==> src/rtl/tadd_pkg.sv <==
// tadd_pkg: shared types, constants and shift adaptation tables of the
// tablet adaptive delta decoder. No dependencies.

package tadd_pkg;

    // default parameter values
    localparam int TOOLS_DEF     = 2;
    localparam int SHIFT_MAX_DEF = 15;
    localparam int CHANNELS      = 7;

    // channel codes
    localparam logic [2:0] CH_LOC_X  = 3'd0;
    localparam logic [2:0] CH_LOC_Y  = 3'd1;
    localparam logic [2:0] CH_TILT_X = 3'd2;
    localparam logic [2:0] CH_TILT_Y = 3'd3;
    localparam logic [2:0] CH_PRESS  = 3'd4;
    localparam logic [2:0] CH_Z      = 3'd5;
    localparam logic [2:0] CH_ROT    = 3'd6;
    localparam logic [2:0] CH_UNUSED = 3'd7;

    // action codes
    localparam logic ACT_DELTA = 1'b0;
    localparam logic ACT_LOAD  = 1'b1;

    // register indexes (byte address bit 2)
    localparam logic REG_MAX_X = 1'b0;
    localparam logic REG_MAX_Y = 1'b1;

    // clamp and hold constants
    localparam logic [6:0]  PRESS_BIG = 7'h40;
    localparam logic [15:0] PRESS_MAX = 16'h03ff;
    localparam logic [15:0] TILT_MAX  = 16'h007f;
    localparam logic [15:0] ROT_MAX   = 16'h0e0e;
    localparam logic [15:0] HOLD_VAL  = 16'h0009;
    localparam logic [3:0]  HOLD_CODE = 4'hf;

    typedef logic signed [2:0] shift_chg_t;

    // one input transaction
    typedef struct packed {
        logic        action;
        logic        tool;
        logic [2:0]  channel;
        logic [4:0]  raw_code;
        logic [15:0] load_value;
        logic [3:0]  load_shift;
    } item_t;

    // per-channel stored state
    typedef struct packed {
        logic [15:0] raw;
        logic [3:0]  shift;
        logic        hold;
    } entry_t;

    // one result transaction
    typedef struct packed {
        logic [15:0] value;
        logic [3:0]  step_out;
        logic        held;
    } result_t;

    // location: zero -2, small -1, large none, max +2
    function automatic shift_chg_t loc_change(input logic [3:0] mag);
        shift_chg_t chg;
        if (mag == 4'd0)
            chg = -3'sd2;
        else if (mag <= 4'd7)
            chg = -3'sd1;
        else if (mag == 4'd15)
            chg = 3'sd2;
        else
            chg = 3'sd0;
        return chg;
    endfunction

    // tilt, pressure and z
    function automatic shift_chg_t tilt_change(input logic [2:0] mag);
        shift_chg_t chg;
        case (mag)
            3'd0:    chg = -3'sd3;
            3'd1:    chg = -3'sd2;
            3'd2:    chg = -3'sd1;
            3'd3:    chg = -3'sd1;
            3'd6:    chg = 3'sd1;
            3'd7:    chg = 3'sd2;
            default: chg = 3'sd0;
        endcase
        return chg;
    endfunction

    // rotation
    function automatic shift_chg_t rot_change(input logic [1:0] mag);
        shift_chg_t chg;
        case (mag)
            2'd0:    chg = -3'sd1;
            2'd2:    chg = 3'sd1;
            2'd3:    chg = 3'sd2;
            default: chg = 3'sd0;
        endcase
        return chg;
    endfunction

endpackage

==> src/rtl/tadd_if.sv <==
// tadd_in_if and tadd_out_if: valid/ready channels of the decoder.
// Depends on nothing.

interface tadd_in_if;
    logic        valid;
    logic        ready;
    logic        action;
    logic        tool;
    logic [2:0]  channel;
    logic [4:0]  raw_code;
    logic [15:0] load_value;
    logic [3:0]  load_shift;

    modport source (output valid, action, tool, channel, raw_code, load_value,
                    load_shift, input ready);
    modport sink   (input valid, action, tool, channel, raw_code, load_value,
                    load_shift, output ready);
endinterface

interface tadd_out_if;
    logic        valid;
    logic        ready;
    logic [15:0] value;
    logic [3:0]  step_out;
    logic        held;

    modport source (output valid, value, step_out, held, input ready);
    modport sink   (input valid, value, step_out, held, output ready);
endinterface

==> src/rtl/tablet_adaptive_delta_decoder_unit.sv <==
// tablet_adaptive_delta_decoder_unit: top level with channel state memory,
// forwarding, output register and APB register port.
// Depends on tadd_pkg, tadd_if (tadd_in_if, tadd_out_if) and tadd_update.

// Usage
// din carries one code or load per transaction; dout returns exactly one
// result per transaction, in order. A transaction is taken when valid and
// ready are both high at a rising edge of clk.
// The state memory is read at the edge that takes the input transaction,
// into the stage 1 registers; the result is computed from them and
// registered in the output register once that register is free, which
// raises dout.valid. Throughput is one transaction per cycle while dout
// does not stall; the read-modify-write of a channel entry is covered by
// forwarding the most recent write, so codes for the same channel may follow
// back to back.
// When dout stalls, the output register and the compute stage fill, and
// din.ready drops only once both hold a transaction.
// Reset (rst_n low, asynchronous) clears the per-entry valid bits, so every
// channel reads as value 0, shift 0, hold 0 at once; there is no clearing
// pass. max_x and max_y return to 0xffff. The user writes them over APB at
// byte addresses 0 and 4 only while the block is idle; it does not check.

module tablet_adaptive_delta_decoder_unit
    import tadd_pkg::*;
#(
    parameter int TOOLS     = TOOLS_DEF,
    parameter int SHIFT_MAX = SHIFT_MAX_DEF
) (
    input  logic        clk,
    input  logic        rst_n,
    tadd_in_if.sink     din,
    tadd_out_if.source  dout,
    input  logic        psel,
    input  logic        penable,
    input  logic        pwrite,
    input  logic [2:0]  paddr,
    input  logic [31:0] pwdata,
    output logic [31:0] prdata,
    output logic        pready
);

    localparam int DEPTH   = TOOLS * CHANNELS;
    localparam int ENTRY_W = (DEPTH > 1) ? $clog2(DEPTH) : 1;

    // configuration registers
    logic [15:0] max_x_reg, max_y_reg;
    logic        cfg_wr;

    assign pready = 1'b1;
    assign cfg_wr = psel && penable && pwrite;
    assign prdata = (paddr[2] == REG_MAX_Y) ? {16'd0, max_y_reg} : {16'd0, max_x_reg};

    always_ff @(posedge clk or negedge rst_n)
    begin
        if (!rst_n)
        begin
            max_x_reg <= 16'hffff;
            max_y_reg <= 16'hffff;
        end
        else if (cfg_wr)
        begin
            if (paddr[2] == REG_MAX_X)
                max_x_reg <= pwdata[15:0];
            else
                max_y_reg <= pwdata[15:0];
        end
    end

    // input decode
    item_t              in_item;
    logic               in_ok;
    logic [ENTRY_W-1:0] in_entry;
    logic               in_acc;

    assign in_item  = '{action: din.action, tool: din.tool, channel: din.channel,
                        raw_code: din.raw_code, load_value: din.load_value,
                        load_shift: din.load_shift};
    assign in_ok    = (din.channel != CH_UNUSED) && (32'(din.tool) < TOOLS);
    assign in_entry = ENTRY_W'(din.tool) * ENTRY_W'(CHANNELS) + ENTRY_W'(din.channel);
    assign in_acc   = din.valid && din.ready;

    // pipeline control
    logic s1_valid_reg, s1_ok_reg, out_valid_reg;
    logic out_free, s1_adv;

    assign out_free   = !out_valid_reg || dout.ready;
    assign s1_adv     = s1_valid_reg && out_free;
    assign din.ready  = !s1_valid_reg || s1_adv;

    always_ff @(posedge clk or negedge rst_n)
    begin
        if (!rst_n)
        begin
            s1_valid_reg  <= 1'b0;
            s1_ok_reg     <= 1'b0;
            out_valid_reg <= 1'b0;
        end
        else
        begin
            if (din.ready)
            begin
                s1_valid_reg <= din.valid;
                s1_ok_reg    <= din.valid && in_ok;
            end
            if (out_free)
                out_valid_reg <= s1_valid_reg;
        end
    end

    // stage 1 payload
    item_t              s1_item_reg;
    logic [ENTRY_W-1:0] s1_entry_reg;

    always_ff @(posedge clk)
    begin
        if (in_acc)
        begin
            s1_item_reg  <= in_item;
            s1_entry_reg <= in_entry;
        end
    end

    // channel state memory, read-before-write
    entry_t             mem [DEPTH];
    entry_t             rd_data_reg;
    logic [DEPTH-1:0]   vld_reg;
    logic               rd_vld_reg;
    logic               rd_en, wr_en;
    entry_t             wr_data;

    assign rd_en = in_acc && in_ok;
    assign wr_en = s1_adv && s1_ok_reg;

    always_ff @(posedge clk)
    begin
        if (wr_en)
            mem[s1_entry_reg] <= wr_data;
        if (rd_en)
            rd_data_reg <= mem[in_entry];
    end

    // valid bits stand in for the zero reset of the memory
    always_ff @(posedge clk or negedge rst_n)
    begin
        if (!rst_n)
        begin
            vld_reg    <= '0;
            rd_vld_reg <= 1'b0;
        end
        else
        begin
            if (wr_en)
                vld_reg[s1_entry_reg] <= 1'b1;
            if (rd_en)
                rd_vld_reg <= vld_reg[in_entry];
        end
    end

    // forwarding of the most recent write
    logic               byp_valid_reg;
    logic [ENTRY_W-1:0] byp_entry_reg;
    entry_t             byp_data_reg;
    entry_t             cur_entry;

    always_ff @(posedge clk or negedge rst_n)
    begin
        if (!rst_n)
            byp_valid_reg <= 1'b0;
        else if (wr_en)
            byp_valid_reg <= 1'b1;
    end

    always_ff @(posedge clk)
    begin
        if (wr_en)
        begin
            byp_entry_reg <= s1_entry_reg;
            byp_data_reg  <= wr_data;
        end
    end

    always_comb
    begin
        if (byp_valid_reg && (byp_entry_reg == s1_entry_reg))
            cur_entry = byp_data_reg;
        else if (rd_vld_reg)
            cur_entry = rd_data_reg;
        else
            cur_entry = '0;
    end

    // entry update
    result_t upd_res;

    tadd_update #(
        .SHIFT_MAX (SHIFT_MAX)
    ) u_update (
        .item  (s1_item_reg),
        .cur   (cur_entry),
        .max_x (max_x_reg),
        .max_y (max_y_reg),
        .nxt   (wr_data),
        .res   (upd_res)
    );

    // output register
    result_t out_reg;

    always_ff @(posedge clk)
    begin
        if (s1_adv)
            out_reg <= s1_ok_reg ? upd_res : '0;
    end

    assign dout.valid    = out_valid_reg;
    assign dout.value    = out_reg.value;
    assign dout.step_out = out_reg.step_out;
    assign dout.held     = out_reg.held;

`ifndef NO_ASSERTIONS
    // input stalls only when both stages are occupied and the output is blocked
    assert property (@(posedge clk) disable iff (!rst_n)
        !din.ready |-> (s1_valid_reg && out_valid_reg && !dout.ready))
    else $error("input stalled with room in the pipeline");

    // every state write is kept for forwarding and marks its entry valid
    assert property (@(posedge clk) disable iff (!rst_n)
        wr_en |=> (byp_valid_reg && byp_entry_reg == $past(s1_entry_reg)
                   && vld_reg[$past(s1_entry_reg)]))
    else $error("forwarding register lost the last write");

    // hold flag is only ever set on pressure or z entries
    assert property (@(posedge clk) disable iff (!rst_n)
        (wr_en && wr_data.hold) |->
            (s1_item_reg.channel == CH_PRESS || s1_item_reg.channel == CH_Z))
    else $error("hold flag written on a channel without hold");

    // reported step shift never exceeds the saturation limit
    assert property (@(posedge clk) disable iff (!rst_n)
        dout.valid |-> (dout.step_out <= 4'(SHIFT_MAX)))
    else $error("step shift above limit");
`endif

endmodule

==> src/rtl/tadd_update.sv <==
// tadd_update: next state and result of one channel entry for one transaction.
// Depends on tadd_pkg.

module tadd_update
    import tadd_pkg::*;
#(
    parameter int SHIFT_MAX = SHIFT_MAX_DEF
) (
    input  item_t       item,
    input  entry_t      cur,
    input  logic [15:0] max_x,
    input  logic [15:0] max_y,
    output entry_t      nxt,
    output result_t     res
);

    localparam int DW = 23;   // 0x40 << 15
    localparam int SW = 25;   // signed sum of raw and delta

    logic                 is_loc, is_tilt, is_press, is_rot;
    logic [3:0]           mag;
    logic                 neg;
    logic                 big;
    logic [6:0]           base;
    logic [DW-1:0]        delta;
    logic signed [SW-1:0] sum, sum_p;
    logic                 pin, hold_n;
    logic [15:0]          hi, clamped;
    logic [15:0]          rot_w, rot_v;
    shift_chg_t           chg;
    logic signed [5:0]    sh_sum;
    logic [3:0]           sh_adapt, sh_load;
    logic [16:0]          avg_sum;
    logic [15:0]          raw_n;

    // channel kind, sign and magnitude
    always_comb
    begin
        is_loc   = 1'b0;
        is_tilt  = 1'b0;
        is_press = 1'b0;
        is_rot   = 1'b0;
        mag      = {1'b0, item.raw_code[2:0]};
        neg      = item.raw_code[3];
        case (item.channel)
            CH_LOC_X, CH_LOC_Y:
            begin
                is_loc = 1'b1;
                mag    = item.raw_code[3:0];
                neg    = item.raw_code[4];
            end
            CH_TILT_X, CH_TILT_Y:
                is_tilt = 1'b1;
            CH_PRESS, CH_Z:
                is_press = 1'b1;
            CH_ROT:
            begin
                is_rot = 1'b1;
                mag    = {2'b00, item.raw_code[1:0]};
                neg    = item.raw_code[2];
            end
            default:
                is_tilt = 1'b0;
        endcase
    end

    // scaled step and full-width sum
    assign big   = is_press && (mag == 4'd7);
    assign base  = big ? PRESS_BIG : {3'b000, mag};
    assign delta = DW'(base) << cur.shift;
    assign sum   = neg ? $signed({9'b0, cur.raw}) - $signed({2'b0, delta})
                       : $signed({9'b0, cur.raw}) + $signed({2'b0, delta});

    // pressure and z hold handling
    always_comb
    begin
        pin    = 1'b0;
        hold_n = cur.hold;
        if (is_press)
        begin
            if (cur.hold)
            begin
                if (neg)
                    pin = 1'b1;
                else
                    hold_n = 1'b0;
            end
            else if (item.raw_code[3:0] == HOLD_CODE)
            begin
                pin    = 1'b1;
                hold_n = 1'b1;
            end
        end
    end

    assign sum_p = pin ? $signed({9'b0, HOLD_VAL}) : sum;

    // clamp per kind
    always_comb
    begin
        if (is_loc)
            hi = (item.channel == CH_LOC_X) ? max_x : max_y;
        else if (is_tilt)
            hi = TILT_MAX;
        else
            hi = PRESS_MAX;
        if (sum_p < 0)
            clamped = 16'd0;
        else if (sum_p > $signed({9'b0, hi}))
            clamped = hi;
        else
            clamped = sum_p[15:0];
    end

    // rotation wraps then clamps
    assign rot_w = neg ? cur.raw - delta[15:0] : cur.raw + delta[15:0];
    assign rot_v = (rot_w > ROT_MAX) ? ROT_MAX : rot_w;

    // shift adaptation, saturating
    always_comb
    begin
        if (is_loc)
            chg = loc_change(mag);
        else if (is_rot)
            chg = rot_change(mag[1:0]);
        else if (big)
            chg = 3'sd0;
        else
            chg = tilt_change(mag[2:0]);
        sh_sum = $signed({2'b00, cur.shift}) + 6'(chg);
        if (sh_sum < 0)
            sh_adapt = 4'd0;
        else if (sh_sum > $signed(6'(SHIFT_MAX)))
            sh_adapt = 4'(SHIFT_MAX);
        else
            sh_adapt = sh_sum[3:0];
        sh_load = (item.load_shift > 4'(SHIFT_MAX)) ? 4'(SHIFT_MAX) : item.load_shift;
    end

    // location reports the mean of new and previous raw values
    assign avg_sum = {1'b0, clamped} + {1'b0, cur.raw};
    assign raw_n   = is_rot ? rot_v : clamped;

    always_comb
    begin
        if (item.action == ACT_LOAD)
        begin
            nxt.raw   = item.load_value;
            nxt.shift = sh_load;
            nxt.hold  = cur.hold;
            res.value = item.load_value;
        end
        else
        begin
            nxt.raw   = raw_n;
            nxt.shift = sh_adapt;
            nxt.hold  = hold_n;
            res.value = is_loc ? avg_sum[16:1] : raw_n;
        end
        res.step_out = nxt.shift;
        res.held     = nxt.hold;
    end

endmodule

==> src/flat_wrapper.sv <==
// flat-port wrapper written by rule: the top's interface ports become plain ports
module tablet_adaptive_delta_decoder_unit_flat import tadd_pkg::*;
#(
    parameter int TOOLS     = TOOLS_DEF,
    parameter int SHIFT_MAX = SHIFT_MAX_DEF
)
  (clk, rst_n, psel, penable, pwrite, paddr, pwdata, prdata, pready, din_valid, din_action, din_tool, din_channel, din_raw_code, din_load_value, din_load_shift, din_ready, dout_valid, dout_value, dout_step_out, dout_held, dout_ready);
  tadd_in_if din_i ();
  tadd_out_if dout_i ();
  input  logic clk;
  input  logic rst_n;
  input  logic psel;
  input  logic penable;
  input  logic pwrite;
  input  logic [2:0] paddr;
  input  logic [31:0] pwdata;
  output logic [31:0] prdata;
  output logic pready;
  input wire logic [$bits(din_i.valid)-1:0] din_valid;
  input wire logic [$bits(din_i.action)-1:0] din_action;
  input wire logic [$bits(din_i.tool)-1:0] din_tool;
  input wire logic [$bits(din_i.channel)-1:0] din_channel;
  input wire logic [$bits(din_i.raw_code)-1:0] din_raw_code;
  input wire logic [$bits(din_i.load_value)-1:0] din_load_value;
  input wire logic [$bits(din_i.load_shift)-1:0] din_load_shift;
  output wire logic [$bits(din_i.ready)-1:0] din_ready;
  output wire logic [$bits(dout_i.valid)-1:0] dout_valid;
  output wire logic [$bits(dout_i.value)-1:0] dout_value;
  output wire logic [$bits(dout_i.step_out)-1:0] dout_step_out;
  output wire logic [$bits(dout_i.held)-1:0] dout_held;
  input wire logic [$bits(dout_i.ready)-1:0] dout_ready;
  assign din_i.valid = din_valid;
  assign din_i.action = din_action;
  assign din_i.tool = din_tool;
  assign din_i.channel = din_channel;
  assign din_i.raw_code = din_raw_code;
  assign din_i.load_value = din_load_value;
  assign din_i.load_shift = din_load_shift;
  assign din_ready = din_i.ready;
  assign dout_valid = dout_i.valid;
  assign dout_value = dout_i.value;
  assign dout_step_out = dout_i.step_out;
  assign dout_held = dout_i.held;
  assign dout_i.ready = dout_ready;
  tablet_adaptive_delta_decoder_unit #(.TOOLS(TOOLS), .SHIFT_MAX(SHIFT_MAX)) u_core (.clk(clk), .rst_n(rst_n), .din(din_i), .dout(dout_i), .psel(psel), .penable(penable), .pwrite(pwrite), .paddr(paddr), .pwdata(pwdata), .prdata(prdata), .pready(pready));
endmodule
==> config.mk <==
export PLATFORM = sky130hd
export DESIGN_NAME = tablet_adaptive_delta_decoder_unit_flat
export DESIGN_NICKNAME = d
export VERILOG_FILES = /design/src/rtl/tadd_pkg.sv /design/src/rtl/tadd_if.sv /design/src/rtl/tablet_adaptive_delta_decoder_unit.sv /design/src/rtl/tadd_update.sv /design/src/flat_wrapper.sv
export SDC_FILE = /design/constraint.sdc
export NUM_CORES = 1
export LEC_CHECK = 0
export ABC_CLOCK_PERIOD_IN_PS = 13050
export BUFFER_PORTS_ARGS = -buffer_cell sky130_fd_sc_hd__buf_2
export CAP_MARGIN = 5
export CELL_PAD_IN_SITES_DETAIL_PLACEMENT = 0
export CELL_PAD_IN_SITES_GLOBAL_PLACEMENT = 2
export CORE_MARGIN = 3
export CORE_UTILIZATION = 44
export DETAILED_ROUTE_END_ITERATION = 6
export PLACE_DENSITY = 0.84
export RECOVER_POWER = 25
export SYNTH_ARGS = -nofsm -noshare
export SYNTH_HDL_FRONTEND = slang
export SYNTH_SLANG_ARGS = --single-unit
==> constraint.sdc <==
create_clock -name clk -period 13.05 [get_ports clk]
set_clock_uncertainty 0.15 [all_clocks]
set_input_delay 1.9575 -clock clk [delete_from_list [all_inputs] [get_ports clk]]
set_output_delay 1.9575 -clock clk [all_outputs]
set_load 0.01 [all_outputs]
==> flow_summary.toml, run 1 <==
[logic_synthesis]
synth_area_um2 = 23370
yosys_warnings = 0
async_flop_share_pct = 11.46
ys_types = 90
synth_top_cell_by_area = "edfxtp_1"
yosys.area.top_type_share_pct = 50.62
synth_seq_cells = 445
synth_fa_ha_area_share_pct = 5.385
synth-simple-area-share_pct = 9.861
synth_flop_cell = "edfxtp_1"
synth_compound_area_share_pct = 10.31
synth_top_family_by_area = "multiplexers"
ys_seq_area_share_pct = 56.25
synth_cells = 1786
avgSynthCellArea_um2 = 13.09
synthMuxAreaShare_pct = 13.07
synth_edf_count = 394
synth_area_leaders = "edfxtp_1 51%, mux4_2 8.5%, ha_1 4.9%"
synth_xor_area_share_pct = 2.088

[worst_setup_path]
worstPathArrival_ns = 12.41
worstPathMaxFanout = 14
crit_top_cell = "a21oi_1"
reg2reg_slack_ns = 0.95
worstSetupStartpointType = "register"
critPathRequiredTime_ns = 13.36
cp_slowest_cell = "a2111oi_0"
r2r-end = "u_core.dout.value[13]"
critPathKind = "register to register"
cp_slowest_stage_delay_ns = 0.79
reg2reg_depth = 46
r2r_start = "u_core.s1_entry_reg[0]"
crit_path_end_kind = "register"

[detailed_routing]
drc_errors = 0
wl_per_cell_um = 24.07
viasPerCell = 5.880
num_vias = 15376
ant_nets = 0
drt_pass1_iterations = 5
dr.first_iter.drc_count = 1309
wirelength_um = 62950

[clocking]
cts_buffers = 47
clkSinkCount = 445
cts_resized = 0
root_buffer = "clkbuf_16"
postCtsHoldBufs = 0
cts_tree = "yes"
cts_max_level = 2
post_cts_buffers = 0
path_clk_slew_ns = 0.06
cts.path.max_buffers = 3
clkLatencyLatePin_ns = 0.59

[sta]
final_hold_viol_count = 0
drv_slew = 201
worst_pin_slew_ns = 3.015
holdWs_ns = 0.3123
fin_setup_tns_ns = 0
period_minus_slack_ns = 12.10
worst_slack_ns = 0.9483
rsz0062_at_grt = "no"
finalCritPeriodShare_pct = 92.73
fmax_mhz = 82.63
slew-limit-headroom_pct = -101.0
setup_violations = 0

[floorplanning]
ios = 128
fp.dieH_um = 236.5
rows = 83
die-area_um2 = 55920
die_w_um = 236.5
initial_core_util_pct = 45.01
core_um2 = 51920

[worst_hold_path]
hp-start = "u_core.vld_reg[3]"
min_to = "u_core.vld_reg[3]"
hold_depth = 1
hp-class = "register to register"

[finish]
design_area_um2 = 26080
final_nets = 2067
area_growth_pct = 11.60
drive_above_1_share_pct = 22.33
largest_register_ff_count = 294
n_antenna_cell = 0
fin_cells = 2615

[power_and_ir_drop]
leakage_nw = 9.563
vdd_drop_max_mv = 0.1272
p_per_area_nw_per_um2 = 206.7

[run_status]
status = "finished, violations left"
violations = "max-capacitance violations, max-slew violations"

[global_route]
first_global_vias = 15511
grt_max_degree = 52
grt_pass1_wl_um = 95560
grt_usage_pct = 22.33
antenna_found_initial = 0
grt_overflow = 0

[placement]
numPortBuffers = 92
place_congestion = 0.9143
dp.cells = 2529
placed_cell_area_um2 = 24740
pre_cts_slack_ns = 0.8251
dp_hpwl_um = 44240

[flow_run]
max-cap-violations = 7
[critical path, delay by kind of cell (launching register included)]
kind                     cells  cell delay (ns)
AND/OR/NAND/NOR             15             3.43
flip-flops                   1             0.57
XOR/XNOR                     2             0.64
adder cells (fa/ha/maj)      3             1.12
multiplexers                 1             0.22
AO/OA/AOI/OAI               25             5.84
[Yosys cell counts (20+ instances only)]
| master | n |
|---|---|
| a21o_1 | 25 |
| a21oi_1 | 87 |
| clkbuf_1 | 53 |
| dfstp_2 | 32 |
| edfxtp_1 | 394 |
| ha_1 | 91 |
| inv_1 | 65 |
| mux2_2 | 80 |
| mux4_2 | 88 |
| nand2_1 | 139 |
| nand2b_1 | 28 |
| nand3_1 | 54 |
| nor2_1 | 111 |
| nor2b_1 | 20 |
| nor3_1 | 28 |
| o21ai_0 | 86 |
| or2_2 | 21 |
| xnor2_1 | 36 |
[worst max-delay path by stage]
stage	start	endpoint	slack, ns
3_5_place_dp	u_core.s1_entry_reg[0]	u_core.dout.value[13]	0.83
4_1_cts	u_core.s1_entry_reg[0]	u_core.dout.value[13]	0.73
6_report	u_core.s1_entry_reg[0]	u_core.dout.value[13]	0.95
5_1_grt	u_core.s1_entry_reg[1]	u_core.dout.value[13]	0.03
3_3_place_gp	u_core.s1_entry_reg[1]	u_core.dout.value[13]	0.79
2_1_floorplan	u_core.s1_entry_reg[0]	u_core.dout.value[13]	3.44
[where the power goes]
part           internal (W)  leakage, nW  total [W]  switching (W)
clock network      0.000685        0.697    0.00123       0.000542
registers           0.00178         4.18    0.00183      0.0000529
logic              0.000852         4.68    0.00233        0.00148
[cells by family after synthesis]
family	Yosys count
and+or+nand+nor	476
adders and majority gates	97
DFF	445
AOI/OAI and AO/OA	367
other	2
buffers and inverters	160
muxes	185
xor gates and xnor gates	54
[stage by stage]
stage | utilization (%) | power (W)
4_1_cts | 50.36 | 0.005403
5_1_grt | 50.23 | 0.005711
6_report | 50.23 | 0.005391
2_1_floorplan | - | 0.003433
3_3_place_gp | 47.64 | 0.004143
3_5_place_dp | 47.64 | 0.004158
[cell usage in the layout, fill, tap and decap left out, types with 47 or more instances in the layout]
master	Yosys	routed
inv_1	65	65
ha_1	91	90
nand2_1	139	139
o21ai_0	86	85
clkbuf_16	0	47
edfxtp_1	394	394
nand3_1	54	54
nor2_1	111	101
clkbuf_1	53	55
mux4_2	88	88
mux2_2	80	80
buf_2	6	58
a21oi_1	87	86
[metal layers]
layer	part of all wire, %	GRT usage [%]	vias up
li1	-	-	7025
met1	43	31.43	7783
met2	49	36.87	481
met3	5.5	2.784	87
met4	2.4	6.047	0
met5	0	0	-
[cell type report]
cell class / count / area, um2
clock inverters: 23 / 152.6
well taps: 680 / 850.8
repair buffers: 139 / 740.7
fillers: 4502 / 25840
inverters: 69 / 259.0
clock buffers: 63 / 1260
flip-flops and latches: 445 / 13150
multi-input cells: 1196 / 9673
Power figures use the tool's default switching activity.
==> inputs of run 2 (changes only) <==
--- a/config.mk
+++ b/config.mk
@@ -13,7 +13,7 @@
 export CORE_MARGIN = 3
 export CORE_UTILIZATION = 44
 export DETAILED_ROUTE_END_ITERATION = 6
-export PLACE_DENSITY = 0.84
+export PLACE_DENSITY_LB_ADDON = 0.2
 export RECOVER_POWER = 25
 export SYNTH_ARGS = -nofsm -noshare
 export SYNTH_HDL_FRONTEND = slang
==> run 2 against run 1 <==
Compared with the run above: the run still ends with max-capacitance violations, max-slew violations left; cell count rose by 0.11%; combinational power barely moved; global-route usage rose by 0.56 points; sequential cell count did not move; maximum frequency fell by 1.2%; worst setup slack got worse by 0.15 ns; total power rose by 1.8%; worst hold slack barely moved; register-to-register slack got worse by 0.15 ns; sequential power barely moved; count of clock-buffer cells in the layout rose by 6; non-clock buffer count rose by 5; critical path type unchanged.
==> flow_summary.toml, run 2 (synthesis results as in run 1) <==
[finish]
n_antenna_cell = 0
final_cell_mix = "394 x edfxtp_1, 139 x nand2_1, 100 x nor2_1, 91 x ha_1, 88 x mux4_2"
drive_above_1_share_pct = 22.65
final_nets = 2072
largest_register_ff_count = 294
finalCoreUtilization_pct = 50.53
area_growth_pct = 12.26
layout_commonest_cell = "edfxtp_1"

[floorplanning]
fp.dieH_um = 236.5
die_w_um = 236.5
die-area_um2 = 55920
core_um2 = 51920
rows = 83
ios = 128
initial_core_util_pct = 45.01

[clocking]
cts_resized = 0
cts_tree = "yes"
clkSinkCount = 445
cts_buffers = 47
clkLatencyLatePin_ns = 0.60
postCtsHoldBufs = 0
post_cts_buffers = 0
root_buffer = "clkbuf_16"
path_clk_slew_ns = 0.06
cts.path.max_buffers = 3
cts_max_level = 2

[global_route]
first_global_vias = 15433
grt_pass1_wl_um = 97010
grt_max_degree = 54
grt_usage_pct = 22.88
antenna_found_initial = 1
grt_overflow = 0

[detailed_routing]
dr.first_iter.drc_count = 1180
drc_errors = 0
wl_per_cell_um = 24.54
ant_nets = 0
wirelength_um = 64250
drt_pass1_iterations = 5
viasPerCell = 5.809
num_vias = 15208

[sta]
fmax_mhz = 81.61
final_hold_viol_count = 0
setup_violations = 0
worst_pin_slew_ns = 2.990
rsz0062_at_grt = "no"
worst_slack_ns = 0.7971
period_minus_slack_ns = 12.25
slew-limit-headroom_pct = -99.32
drv_slew = 219
finalCritPeriodShare_pct = 93.89
fin_setup_tns_ns = 0

[placement]
place_congestion = 0.9064
pre_cts_slack_ns = 1.054
dp_hpwl_um = 44520
numPortBuffers = 92

[worst_setup_path]
cp_slowest_stage_delay_ns = 0.57
critPathKind = "register to register"
worstPathMaxFanout = 14
cp_slowest_cell = "edfxtp_1"
worstPathArrival_ns = 12.55
worstSetupStartpointType = "register"
crit_path_end_kind = "register"
critPathRequiredTime_ns = 13.34

[run_status]
violations = "max-capacitance violations, max-slew violations"
status = "finished, violations left"

[power_and_ir_drop]
p_per_area_nw_per_um2 = 209.2
power_w = 0.005490
vdd_drop_max_mv = 0.1222
leakage_nw = 9.657

[worst_hold_path]
hp-class = "register to register"

[flow_run]
max-cap-violations = 7
-- run 2: cell count changes in the layout (fill, tap and decap cells not counted), sizes merged --
| cell | change |
|---|---|
| clkinvlp | +1 |
| clkinv | -9 |
| bufinv | +3 |
| inv | -3 |
| buf | +8 |
| clkbuf | +3 |
-- run 2: layout make-up --
class / count / area [um2]
timing repair buffer: 144 / 782.0
clock inverter: 15 / 195.2
inverter: 69 / 259.0
clock buffer: 69 / 1355
tap: 680 / 850.8
fill: 4546 / 25690
multi-input combinational: 1196 / 9648
sequential: 445 / 13150
-- run 2: metrics by stage --
step           hold WS (ns)  instance area [um2]  std cells
6_report             0.3122                26240       2618
5_1_grt              0.3264                26240       2618
4_1_cts              0.3145                26320       2618
3_5_place_dp         0.2996                24770       2534
3_3_place_gp         0.2950                24770       2534
2_1_floorplan        0.2777                23430       1801
-- run 2: worst paths after layout --
path,startpoint,endpoint,slack (ns),cells after the start
max,u_core.s1_entry_reg[1],u_core.dout.value[13],0.80,51
min,u_core.vld_reg[10],u_core.vld_reg[10],0.31,1
max reg2reg,u_core.s1_entry_reg[1],u_core.dout.value[13],0.80,51
min reg2reg,u_core.vld_reg[10],u_core.vld_reg[10],0.31,1
max in group asynchronous,rst_n,u_core.s1_valid_reg,8.75,2
min in group asynchronous,rst_n,u_core.byp_valid_reg,2.33,2
-- run 2: critical path, delay by kind of cell, from the launching register on --
| kind | cells | cell delay (ns) |
|---|---|---|
| AOI/OAI and AO/OA | 26 | 5.95 |
| and+or+nand+nor | 15 | 2.81 |
| adders and majority gates | 3 | 1.14 |
| buffers and inverters | 5 | 0.87 |
| xor gates and xnor gates | 2 | 0.62 |
| DFF | 1 | 0.57 |
-- run 2: report_power, final --
| part | switching, W | internal (W) | leakage, nW |
|---|---|---|---|
| logic | 0.00147 | 0.000856 | 4.72 |
| registers | 0.0000476 | 0.00178 | 4.18 |
| clock network | 0.000550 | 0.000783 | 0.756 |
-- run 2: metal layers --
metal | vias to the layer above | global-route usage (%) | wire [um]
li1 | 7027 | - | -
met1 | 7700 | 31.65 | 28130
met2 | 399 | 38.33 | 31500
met3 | 82 | 2.842 | 2956
met4 | 0 | 6.414 | 1656
met5 | - | 0 | 0
